--- src/rtl/egk_pkg.sv ---
// types, constants and helper functions of the exp-golomb codec
package egk_pkg;

    localparam int VAL_IN_BITS = 16;
    localparam int W_BITS      = VAL_IN_BITS + 1;
    localparam int F_BITS      = 5;
    localparam int K_BITS      = 4;
    localparam int CW_BITS     = 48;
    localparam int LEN_BITS    = 6;
    localparam int DV_BITS     = 32;

    localparam logic FUNC_ENCODE = 1'b0;
    localparam logic FUNC_DECODE = 1'b1;

    typedef struct packed {
        logic                   func;
        logic [VAL_IN_BITS-1:0] value;
        logic                   code_bit;
    } t_req;

    typedef struct packed {
        logic [CW_BITS-1:0]  codeword;
        logic [LEN_BITS-1:0] code_length;
        logic [DV_BITS-1:0]  decoded_value;
        logic                decode_done;
        logic                prefix_error;
    } t_rsp;

    // decoder outcome for one code bit
    typedef struct packed {
        logic               hit;
        logic               done;
        logic               err;
        logic [DV_BITS-1:0] value;
    } t_dec_res;

    // position of the leading one, 0 for w of 0 or 1
    function automatic logic [F_BITS-1:0] lead_one(input logic [W_BITS-1:0] w);
        logic [F_BITS-1:0] p;
        p = '0;
        for (int i = 1; i < W_BITS; i++) begin
            if (w[i]) begin
                p = F_BITS'(i);
            end
        end
        return p;
    endfunction

endpackage

--- src/rtl/egk_enc.sv ---
// exp-golomb encoder datapath: leading-one detect and codeword packing
module egk_enc #(
    parameter int VALUE_BITS = 16
) (
    input  logic [egk_pkg::VAL_IN_BITS-1:0] i_value,
    input  logic [egk_pkg::K_BITS-1:0]      i_order_k,
    output logic [egk_pkg::CW_BITS-1:0]     o_codeword,
    output logic [egk_pkg::LEN_BITS-1:0]    o_code_length
);
    import egk_pkg::*;

    localparam logic [VAL_IN_BITS-1:0] VMASK = (VALUE_BITS >= VAL_IN_BITS) ?
        {VAL_IN_BITS{1'b1}} : VAL_IN_BITS'((33'd1 << VALUE_BITS) - 33'd1);

    logic [VAL_IN_BITS-1:0] n;
    logic [VAL_IN_BITS-1:0] kmask;
    logic [W_BITS-1:0]      w;
    logic [F_BITS-1:0]      f;
    logic [LEN_BITS-1:0]    slen;
    logic [CW_BITS-1:0]     body;
    logic [CW_BITS-1:0]     prefix;

    always_comb begin
        n     = i_value & VMASK;
        kmask = VAL_IN_BITS'((17'd1 << i_order_k) - 17'd1);
        w     = {1'b0, n >> i_order_k} + W_BITS'(1);
        f     = lead_one(w);
        slen  = LEN_BITS'(f) + LEN_BITS'(i_order_k);
        // w still has its leading one at slen; the prefix mask flips it to the stop zero
        body   = (CW_BITS'(w) << i_order_k) | CW_BITS'(n & kmask);
        prefix = ((CW_BITS'(1) << (LEN_BITS'(f) + LEN_BITS'(1))) - CW_BITS'(1)) << slen;
        o_codeword    = body ^ prefix;
        o_code_length = {f, 1'b1} + LEN_BITS'(i_order_k);
    end

endmodule

--- src/rtl/egk_dec.sv ---
// exp-golomb bit-serial decoder state and next-state logic
module egk_dec #(
    parameter int MAX_PREFIX = 16
) (
    input  logic                       i_clk,
    input  logic                       i_rst_n,
    input  logic                       i_fire,
    input  logic                       i_bit,
    input  logic [egk_pkg::K_BITS-1:0] i_order_k,
    output egk_pkg::t_dec_res          o_res
);
    import egk_pkg::*;

    localparam int PW  = $clog2(MAX_PREFIX + 2);
    localparam int BLW = $clog2(MAX_PREFIX + 16);
    localparam logic [PW-1:0] PMAX = PW'(MAX_PREFIX);

    logic               r_collecting, n_collecting;
    logic [PW-1:0]      r_prefix, n_prefix;
    logic [BLW-1:0]     r_bits_left, n_bits_left;
    logic [DV_BITS-1:0] r_acc, n_acc;

    logic [PW-1:0]      prefix_inc;
    logic [BLW-1:0]     bits_dec;
    logic [DV_BITS-1:0] acc_new;
    logic [DV_BITS:0]   ones_mask;
    logic [DV_BITS-1:0] base;

    always_comb begin
        prefix_inc = r_prefix + PW'(1);
        bits_dec   = r_bits_left - BLW'(1);
        acc_new    = {r_acc[DV_BITS-2:0], i_bit};
        ones_mask  = ((DV_BITS+1)'(1) << r_prefix) - (DV_BITS+1)'(1);
        base       = ones_mask[DV_BITS-1:0] << i_order_k;

        n_collecting = r_collecting;
        n_prefix     = r_prefix;
        n_bits_left  = r_bits_left;
        n_acc        = r_acc;
        o_res        = '0;

        if (i_fire) begin
            if (!r_collecting) begin
                if (i_bit) begin
                    if (prefix_inc > PMAX) begin
                        // overlong prefix: flag it and start over
                        n_prefix  = '0;
                        o_res.hit = 1'b1;
                        o_res.err = 1'b1;
                    end else begin
                        n_prefix = prefix_inc;
                    end
                end else if (r_prefix == '0 && i_order_k == '0) begin
                    // empty suffix completes on the stop bit
                    o_res.hit  = 1'b1;
                    o_res.done = 1'b1;
                end else begin
                    n_collecting = 1'b1;
                    n_bits_left  = BLW'(r_prefix) + BLW'(i_order_k);
                    n_acc        = '0;
                end
            end else begin
                n_acc = acc_new;
                if (bits_dec == '0) begin
                    o_res.hit    = 1'b1;
                    o_res.done   = 1'b1;
                    o_res.value  = base + acc_new;
                    n_collecting = 1'b0;
                    n_prefix     = '0;
                    n_bits_left  = '0;
                    n_acc        = '0;
                end else begin
                    n_bits_left = bits_dec;
                end
            end
        end
    end

    always_ff @(posedge i_clk) begin
        if (!i_rst_n) begin
            r_collecting <= 1'b0;
            r_prefix     <= '0;
            r_bits_left  <= '0;
            r_acc        <= '0;
        end else begin
            r_collecting <= n_collecting;
            r_prefix     <= n_prefix;
            r_bits_left  <= n_bits_left;
            r_acc        <= n_acc;
        end
    end

endmodule

--- src/rtl/exp_golomb_order_k_codec.sv ---
// top level of the order-k exp-golomb encoder and bit-serial decoder
//
// input channel (i_in_valid / o_in_ready / i_in_data) takes one request per
// cycle while o_in_ready is high: func encode packs a value into a codeword
// and always answers; func decode feeds one code bit and answers only when a
// codeword completes or when the prefix runs past MAX_PREFIX ones
// output channel (o_out_valid / i_out_ready / o_out_data) carries the answers
// in request order
// a request accepted into the input register is worked out by the encoder or
// decoder logic, and its answer, if any, lands in the result register
// throughput: one request per cycle while the receiver is not stalling, set
// by the single compute stage between the two registers; the decoder state
// updates once per code bit
// a stalled receiver holds the result register; the input register still
// takes one more request, after which o_in_ready drops until it moves on
// order_k is written through i_cfg_we / i_cfg_wdata; the user must do so only
// while no request is in flight, as the block itself does not enforce it
// reset (synchronous, active low) clears both valid flags, order_k and the
// decoder state; o_in_ready is low while reset is held
module exp_golomb_order_k_codec #(
    parameter int VALUE_BITS = 16,
    parameter int MAX_PREFIX = 16
) (
    input  logic                       i_clk,
    input  logic                       i_rst_n,
    input  logic                       i_in_valid,
    output logic                       o_in_ready,
    input  egk_pkg::t_req              i_in_data,
    output logic                       o_out_valid,
    input  logic                       i_out_ready,
    output egk_pkg::t_rsp              o_out_data,
    input  logic                       i_cfg_we,
    input  logic [egk_pkg::K_BITS-1:0] i_cfg_wdata
);
    import egk_pkg::*;

    logic [K_BITS-1:0]   r_order_k;
    logic                r_in_vld;
    t_req                r_req;
    logic                r_out_vld;
    t_rsp                r_rsp, n_rsp;

    logic                out_adv;
    logic                produce;
    logic                dec_fire;
    logic [CW_BITS-1:0]  enc_cw;
    logic [LEN_BITS-1:0] enc_len;
    t_dec_res            dec_res;

    // result register is free or draining this cycle
    assign out_adv    = !r_out_vld || i_out_ready;
    assign o_in_ready = i_rst_n && (!r_in_vld || out_adv);
    assign dec_fire   = r_in_vld && out_adv && (r_req.func == FUNC_DECODE);

    egk_enc #(
        .VALUE_BITS (VALUE_BITS)
    ) u_egk_enc (
        .i_value       (r_req.value),
        .i_order_k     (r_order_k),
        .o_codeword    (enc_cw),
        .o_code_length (enc_len)
    );

    egk_dec #(
        .MAX_PREFIX (MAX_PREFIX)
    ) u_egk_dec (
        .i_clk     (i_clk),
        .i_rst_n   (i_rst_n),
        .i_fire    (dec_fire),
        .i_bit     (r_req.code_bit),
        .i_order_k (r_order_k),
        .o_res     (dec_res)
    );

    // pick the answer for the request in the input register
    always_comb begin
        n_rsp = '0;
        if (r_req.func == FUNC_ENCODE) begin
            n_rsp.codeword    = enc_cw;
            n_rsp.code_length = enc_len;
            produce           = 1'b1;
        end else begin
            n_rsp.decoded_value = dec_res.value;
            n_rsp.decode_done   = dec_res.done;
            n_rsp.prefix_error  = dec_res.err;
            produce             = dec_res.hit;
        end
    end

    // control state
    always_ff @(posedge i_clk) begin
        if (!i_rst_n) begin
            r_order_k <= '0;
            r_in_vld  <= 1'b0;
            r_out_vld <= 1'b0;
        end else begin
            if (i_cfg_we) begin
                r_order_k <= i_cfg_wdata;
            end
            if (o_in_ready) begin
                r_in_vld <= i_in_valid;
            end
            if (out_adv) begin
                r_out_vld <= r_in_vld && produce;
            end
        end
    end

    // payload registers
    always_ff @(posedge i_clk) begin
        if (i_in_valid && o_in_ready) begin
            r_req <= i_in_data;
        end
        if (out_adv && r_in_vld && produce) begin
            r_rsp <= n_rsp;
        end
    end

    assign o_out_valid = r_out_vld;
    assign o_out_data  = r_rsp;

endmodule

--- config.mk ---
export PLATFORM = sky130hd
export DESIGN_NAME = exp_golomb_order_k_codec
export DESIGN_NICKNAME = d
export VERILOG_FILES = /design/src/rtl/egk_pkg.sv /design/src/rtl/egk_enc.sv /design/src/rtl/egk_dec.sv /design/src/rtl/exp_golomb_order_k_codec.sv
export SDC_FILE = /design/constraint.sdc
export NUM_CORES = 1
export LEC_CHECK = 0
export BUFFER_PORTS_ARGS = -buffer_cell sky130_fd_sc_hd__buf_2
export CELL_PAD_IN_SITES_DETAIL_PLACEMENT = 2
export CELL_PAD_IN_SITES_GLOBAL_PLACEMENT = 2
export CORE_MARGIN = 3
export CORE_UTILIZATION = 34
export DETAILED_ROUTE_END_ITERATION = 10
export PLACE_DENSITY = 0.79
export SLEW_MARGIN = 10
export SYNTH_ARGS = -nofsm -noshare
export SYNTH_HDL_FRONTEND = slang
export SYNTH_SLANG_ARGS = --single-unit
--- constraint.sdc ---
create_clock -name i_clk -period 6.6 [get_ports i_clk]
set_input_delay 1.32 -clock i_clk [delete_from_list [all_inputs] [get_ports i_clk]]
set_output_delay 1.32 -clock i_clk [all_outputs]
set_load 0.05 [all_outputs]
==> run_results.csv, run 1 <==
group,metric,value,unit
worst_setup_path,cp-end-kind,"register",
drt,routed_wl,63.41,mm
clocking,cts_max_level,4,
yosys,ys_types,96,
outcome,status,"finished, final reports clean",
sta,hold_violations,0,
sta,setup_viol,0,
global_routing,met3_usage,0.04464,
global_routing,grt_pass1_vias,16690,
worst_setup_path,startpoint_type,"register",
global_routing,grt_util_met1,0.3219,
hold_path,hold_class,"reg -> reg",
final_layout,multi_input_area,10250,µm²
worst_setup_path,crit_fanout,6,
global_routing,grt_max_degree,62,
die,start_util,0.3484,
die,die_w,214.5,µm
global_routing,grt-busiest-layer,"met2",
final_layout,area.sequential,4153,µm²
global_routing,antenna_found_initial,1,
clocking,clk_path_buf_depth,2,
worst_setup_path,crit_type,"reg -> reg",
placed_design,placedCellCount,2525,
drt,drtAntennaViolNets,0,
yosys,yosys_warnings,0,
final_layout,drive_gt1_frac,0.1930,
sta,fin_crit_sh,0.9705,
yosys,synth.avg_cell_area,7.980,µm²
final_layout,syn_to_final_growth,17.51,%
power,power,4.017,mW
placed_design,gp_congestion,0.9173,
sta,clock-skew-final,0.02249,ns
clocking,clk_pin_slew,0.07,ns
drt,drtPass1Iterations,5,
clocking,cts_tree,"done",
drt,viasPerCell,6.088,
yosys,synth_area,14780,µm²
sta,max_freq,156.1,MHz
power,powerDensity,231.3,nW/µm²
placed_design,place_hpwl,47.65,mm
drt,wl_per_cell,24.70,µm
global_routing,grt_pass1_wl,98.70,mm
die,die_area,46010,µm²
die,fp-row-count,75,
yosys,syn_inst,1852,
worst_setup_path,crit_slowest_cell,"o31ai_1",
sta,slew_headroom,0.3460,
drt,drt_first_iter_violations,1017,
final_layout,final_area,17370,µm²
sta,tightest_slew,0.9810,ns
sta,period_needed,6.405,ns
die,ioPinCount,117,
global_routing,use_met2,0.4843,
placed_design,portBuffers,116,
yosys,synthFlopType,"edfxtp_1",
clocking,hold_buffers,0,
final_layout,fillers,4890,
final_layout,diodes,0,
clocking,clock_sinks,154,
final_layout,final_common_cell,"nor2_1",
flow_run,drv_cap,0,
final_layout,final_cells,2567,
die,die_height,214.5,µm
sta,fin_tns_setup,0,ns
clocking,clock_latency,0.50,ns
clocking,cts_buffers,17,
yosys,synth_edf_count,106,
final_layout,final_cell_mix,"218 x nor2_1, 166 x nand2_1, 147 x a21oi_1, 116 x buf_2, 115 x buf_4",
yosys,ys_seq_area_frac,0.2804,
sta,grt_setup_unrepaired,"yes",
final_layout,final_net_count,2063,
worst_setup_path,cpPeakStageDelay,0.47,ns
clocking,cts-root-buf,"clkbuf_16",
sta,report.final.slew_viol_count,0,
power,peakVddDrop,0.2062,mV
power,power.leakage,6.801,nW
global_routing,overflow,0,
global_routing,grtUsageTotal,0.2701,
yosys,ys_ff_latch,154,
final_layout,post-route-util,0.4094,
placed_design,dpl_cell_area,16490,µm²
drt,drc,0,
drt,vias,15630,
die,core,42420,µm²
worst_setup_path,worstPathRequired,6.85,ns
worst_setup_path,cp.arrival,6.66,ns
yosys,async_flop_share,0,
[timing repair]
item                                    in CTS  in global routing
endpoints found under the hold margin        0                  0
gates resized for setup                      8                 55
cloned                                       0                  1
pin swaps                                    0                  7
endpoints found under the setup margin      11                 50
setup buffers                                0                  9
[cells by family (layout without fill, tap and decap cells)]
group	after synthesis	count (layout)	synth area share
buf+inv	176	312	0.04690
other cells	1	2	0.0002537
fa+ha+maj	59	59	0.05198
xor+xnor	75	75	0.04445
mux	109	109	0.08872
simple gates	699	700	0.2298
compound gates	579	579	0.2575
flops	154	154	0.2804
[through the flow]
stage | worst slack (ns) | hold WS (ns)
2_1_floorplan | 0.1641 | 0.5041
3_3_place_gp | 0.04268 | 0.5267
3_5_place_dp | -0.2236 | 0.5439
4_1_cts | 0.01803 | 0.5513
5_1_grt | -0.1923 | 0.5962
6_report | 0.1950 | 0.5458
[synthesized netlist by cell type, types with 10 or more instances]
cell type / number / area (µm²)
nand4_1: 13 / 81.33
nand2b_1: 13 / 81.33
nor2_1: 224 / 840.8
dfxtp_1: 48 / 960.9
inv_1: 44 / 165.2
mux2i_1: 80 / 800.8
nor4_1: 15 / 93.84
nand2_1: 166 / 623.1
o21ai_0: 113 / 565.5
xor2_1: 33 / 289.0
ha_1: 55 / 688.2
o31ai_1: 10 / 75.07
a211oi_1: 31 / 232.7
mux2_2: 12 / 135.1
and3_1: 24 / 150.1
a22oi_1: 44 / 330.3
o21a_1: 12 / 90.09
a31oi_1: 28 / 175.2
nor2b_1: 58 / 362.9
mux4_2: 16 / 360.4
buf_1: 23 / 86.33
edfxtp_1: 106 / 3183
o211ai_1: 17 / 127.6
and2_1: 28 / 175.2
nand3_1: 48 / 240.2
xnor2_1: 42 / 367.9
o22ai_1: 17 / 106.4
nor3_1: 57 / 285.3
a21oi_1: 153 / 765.7
a21o_1: 21 / 157.7
clkbuf_1: 94 / 352.8
or3_1: 13 / 81.33
o21ai_1: 11 / 55.05
buf_2: 11 / 55.05
[metal layers]
layer / up-vias / share of wire
met5: - / 0.00017
met3: 137 / 0.045
li1: 7148 / -
met1: 7930 / 0.40
met2: 411 / 0.51
met4: 2 / 0.039
[where the power goes]
group,leakage (nW),total [mW],internal [mW],switching [mW]
Clock,0.261,0.965,0.487,0.477
Sequential,1.38,1.12,1.09,0.0251
Combinational,5.16,1.94,0.638,1.30
[final cells by class]
class | count | area share
Clock buffer | 18 | 0.02471
Clock inverter | 14 | 0.006556
Inverter | 44 | 0.009726
Multi-Input combinational cell | 1524 | 0.5904
Sequential cell | 154 | 0.2391
Tap cell | 577 | 0.04157
Timing Repair Buffer | 236 | 0.08790
[flip-flops by register name (all words and copies together) (netlist names), 4 cells and up]
| register | cells |
|---|---|
| o_out_data | 88 |
| u_egk_dec.r_bits_left | 5 |
| u_egk_dec.r_prefix | 5 |
| r_order_k | 4 |
| u_egk_dec.r_acc | 31 |
| r_req | 18 |
[worst max-delay path: cells and delay by family, from the launching register on]
family	cells	cell delay [ns]
AO/OA/AOI/OAI	11	2.77
XOR/XNOR	1	0.10
flip-flops	1	0.43
multiplexers	2	0.59
AND/OR/NAND/NOR	6	0.87
buffers and inverters	2	0.35
adder cells (fa/ha/maj)	3	1.07
[worst paths after layout]
path | from | to | slack, ns | cells past startpoint
worst max register to register | u_egk_dec.r_prefix[1]$_SDFFE_PN0P_ | o_out_data[33]$_SDFFCE_PN0P_ | 0.20 | 25
worst min-delay path | u_egk_dec.r_bits_left[1]$_SDFFE_PN0P_ | u_egk_dec.r_bits_left[1]$_SDFFE_PN0P_ | 0.55 | 2
worst min register to register | u_egk_dec.r_bits_left[1]$_SDFFE_PN0P_ | u_egk_dec.r_bits_left[1]$_SDFFE_PN0P_ | 0.55 | 2
worst max-delay path | u_egk_dec.r_prefix[1]$_SDFFE_PN0P_ | o_out_data[33]$_SDFFCE_PN0P_ | 0.20 | 25
No activity file was read; power rests on OpenSTA's default activity.
==> run 2: changes to the inputs <==
--- a/config.mk
+++ b/config.mk
@@ -10,3 +10,3 @@
 export CELL_PAD_IN_SITES_GLOBAL_PLACEMENT = 2
-export CORE_MARGIN = 3
+export CORE_MARGIN = 10
 export CORE_UTILIZATION = 34
--- a/constraint.sdc
+++ b/constraint.sdc
@@ -3,2 +3,2 @@
 set_output_delay 1.32 -clock i_clk [all_outputs]
-set_load 0.05 [all_outputs]
+set_load 0.02 [all_outputs]
==> run 2 against run 1 <==
Against the previous run: utilization down 0.48 points; critical path type unchanged; die area up 13%; clock skew down 0.00063 ns; global-route usage down 2.6 points; worst hold slack better by 0.00078 ns; highest routed layer is now met4; non-clock buffer count up 7; critical path depth down 4; sequential share of layout area about the same; sequential power about the same; sequential cell count unchanged; worst setup slack better by 0.011 ns; wire length up 3.0%.
==> run_results.csv, run 2 (same netlist as run 1, synthesis figures left out) <==
group,metric,value,unit
outcome,status,"finished, final reports clean",
global_routing,antenna_found_initial,1,
clocking,cts_tree,"done",
hold_path,holdPathStages,2,
global_routing,grt_pass1_vias,16920,
global_routing,grt_max_degree,58,
worst_setup_path,crit_fanout,13,
power,power,4.039,mW
sta,period_needed,6.394,ns
hold_path,min_from,"u_egk_dec.r_bits_left[1]$_SDFFE_PN0P_",
power,power.internal,2.248,mW
final_layout,fillers,4921,
die,ioPinCount,117,
final_layout,final_cell_mix,"220 x nor2_1, 166 x nand2_1, 146 x a21oi_1, 123 x buf_4, 116 x buf_2",
drt,viasPerCell,6.069,
worst_setup_path,crit_type,"reg -> reg",
clocking,cts_max_level,4,
clocking,cts-root-buf,"clkbuf_16",
placed_design,dpl_cell_area,16500,µm²
sta,hold_violations,0,
power,share_comb_of_total_power,0.464,
die,core,42980,µm²
final_layout,area.sequential,4158,µm²
power,p_seq_frac,0.277,
drt,vias,15670,
die,die_area,52210,µm²
global_routing,grtUsageTotal,0.2446,
drt,drt_first_iter_violations,1018,
final_layout,drive_gt1_frac,0.1944,
power,pwr-share-clk,0.260,
hold_path,min_to,"u_egk_dec.r_bits_left[1]$_SDFFE_PN0P_",
sta,max_freq,156.4,MHz
sta,tightest_slew,1.117,ns
worst_setup_path,startpoint_type,"register",
sta,fin_crit_sh,0.9687,
global_routing,grt_pass1_wl,101.5,mm
clocking,clk_path_buf_depth,2,
placed_design,portBuffers,116,
die,start_util,0.3439,
final_layout,diodes,0,
drt,drtAntennaViolNets,0,
placed_design,gp_congestion,0.9370,
die,fp-row-count,76,
worst_setup_path,worstPathRequired,6.88,ns
clocking,cts_buffers,17,
drt,drtPass1Iterations,5,
power,power_switching,1.791,mW
sta,setup_viol,0,
final_layout,final_common_cell,"nor2_1",
final_layout,largest_reg_flops,88,
global_routing,overflow,0,
placed_design,place_hpwl,49.09,mm
drt,wl_per_cell,25.29,µm
sta,whs,0.5465,ns
flow_run,drv_cap,0,
power,peakVddDrop,0.2105,mV
power,power.leakage,6.839,nW
power,powerDensity,232.2,nW/µm²
worst_setup_path,cp-end-kind,"register",
clocking,clk_pin_slew,0.08,ns
clocking,clock_latency,0.52,ns
hold_path,hold_class,"reg -> reg",
worst_setup_path,rrSetupSlack,0.21,ns
clocking,hold_buffers,0,
worst_setup_path,cp.arrival,6.67,ns
worst_setup_path,rr_startpoint,"r_req[15]$_DFFE_PP_",
final_layout,syn_to_final_growth,17.68,%
worst_setup_path,ff2ff_path_depth,21,
final_layout,final_area,17390,µm²
power,swShare,0.4434,
sta,clock-skew-final,0.02187,ns
drt,drc,0,
final_layout,final_net_count,2069,
sta,report.final.slew_viol_count,0,
die,die_height,228.5,µm
die,die_w,228.5,µm
final_layout,multi_input_area,10190,µm²
worst_setup_path,rr_endpoint,"o_out_data[57]$_SDFFCE_PP0P_",
sta,slew_headroom,0.2446,
drt,routed_wl,65.29,mm
clocking,clock_sinks,154,
[run 2: cell count changes in the layout (fill, tap and decap cells not counted), sizes merged]
cell and delta:
nor3b -1, buf +7, inv +4, clkinv -4
clkinvlp -1, bufinv +1
[run 2: what timing repair did]
action | CTS | global route
setup endpoints to repair | 19 | 53
resized for setup | 8 | 50
buffers inserted | 3 | 9
pin swaps | 0 | 3
[run 2: worst max-delay path, cell delays in order (launching register included)]
cell and delay [ns]:
edfxtp_1 0.49, nand2b_1 0.15, mux4_2 0.54, o21ai_2 0.19, ha_1 0.23, inv_1 0.08, or4_4 0.62, o31a_1 0.31
a211oi_2 0.22, o311ai_2 0.17, a31oi_4 0.22, buf_4 0.23, nor2_1 0.09, nand2_1 0.12, ha_2 0.26, o21ai_1 0.10
or3_4 0.37, a221o_2 0.46, mux4_2 0.56, o41ai_2 0.30, a21oi_1 0.11, mux2_4 0.32
[run 2: cell type report]
class | instances | share of cell area
sequential | 154 | 0.2391
timing repair buffer | 243 | 0.09007
multi-input combinational | 1523 | 0.5858
tap | 585 | 0.04209
inverter | 44 | 0.009712
clock inverter | 14 | 0.008633
clock buffer | 18 | 0.02468
[run 2: per-stage QoR]
step / setup slack [ns] / TNS [ns] / std cells / utilization
after floorplan: 0.1641 / 0 / 1853 / -
after global placement: 0.02468 / 0 / 2537 / 0.3840
after detailed placement: -0.2219 / -0.8323 / 2537 / 0.3840
after CTS: 0.03331 / 0 / 2572 / 0.3991
after global routing: -0.05606 / -0.2435 / 2581 / 0.4046
final: 0.2065 / 0 / 2581 / 0.4046
[run 2: how the worst max path moves through the flow]
| stage | slack [ns] | to | startpoint | depth (start not counted) |
|---|---|---|---|---|
| after floorplan | 0.16 | o_out_data[75]$_SDFFCE_PP0P_ | r_order_k[1]$_SDFFE_PN0P_ | 25 |
| after detailed placement | -0.22 | o_out_data[80]$_SDFFCE_PP0P_ | r_req[14]$_DFFE_PP_ | 23 |
| after global placement | 0.02 | o_out_data[80]$_SDFFCE_PP0P_ | r_order_k[0]$_SDFFE_PN0P_ | 24 |
| after CTS | 0.03 | o_out_data[57]$_SDFFCE_PP0P_ | r_req[9]$_DFFE_PP_ | 23 |
| final | 0.21 | o_out_data[57]$_SDFFCE_PP0P_ | r_req[15]$_DFFE_PP_ | 21 |
| after global routing | -0.06 | o_out_data[57]$_SDFFCE_PP0P_ | r_req[15]$_DFFE_PP_ | 23 |
[run 2: metal layers]
metal	vias up	wire length, µm	GRT usage
met5	-	0	0
met4	0	2521	0.1064
met3	130	2558	0.03909
met2	412	33500	0.4400
met1	7972	26710	0.2806
li1	7151	-	-
[run 2: power groups by stage]
stage	logic [mW]	registers [mW]	clock network [mW]
after floorplan	1.09	1.17	0
after global placement	1.71	1.14	0
after detailed placement	1.77	1.14	0
after CTS	1.80	1.12	1.07
after global routing	2.01	1.12	1.10
final	1.87	1.12	1.05
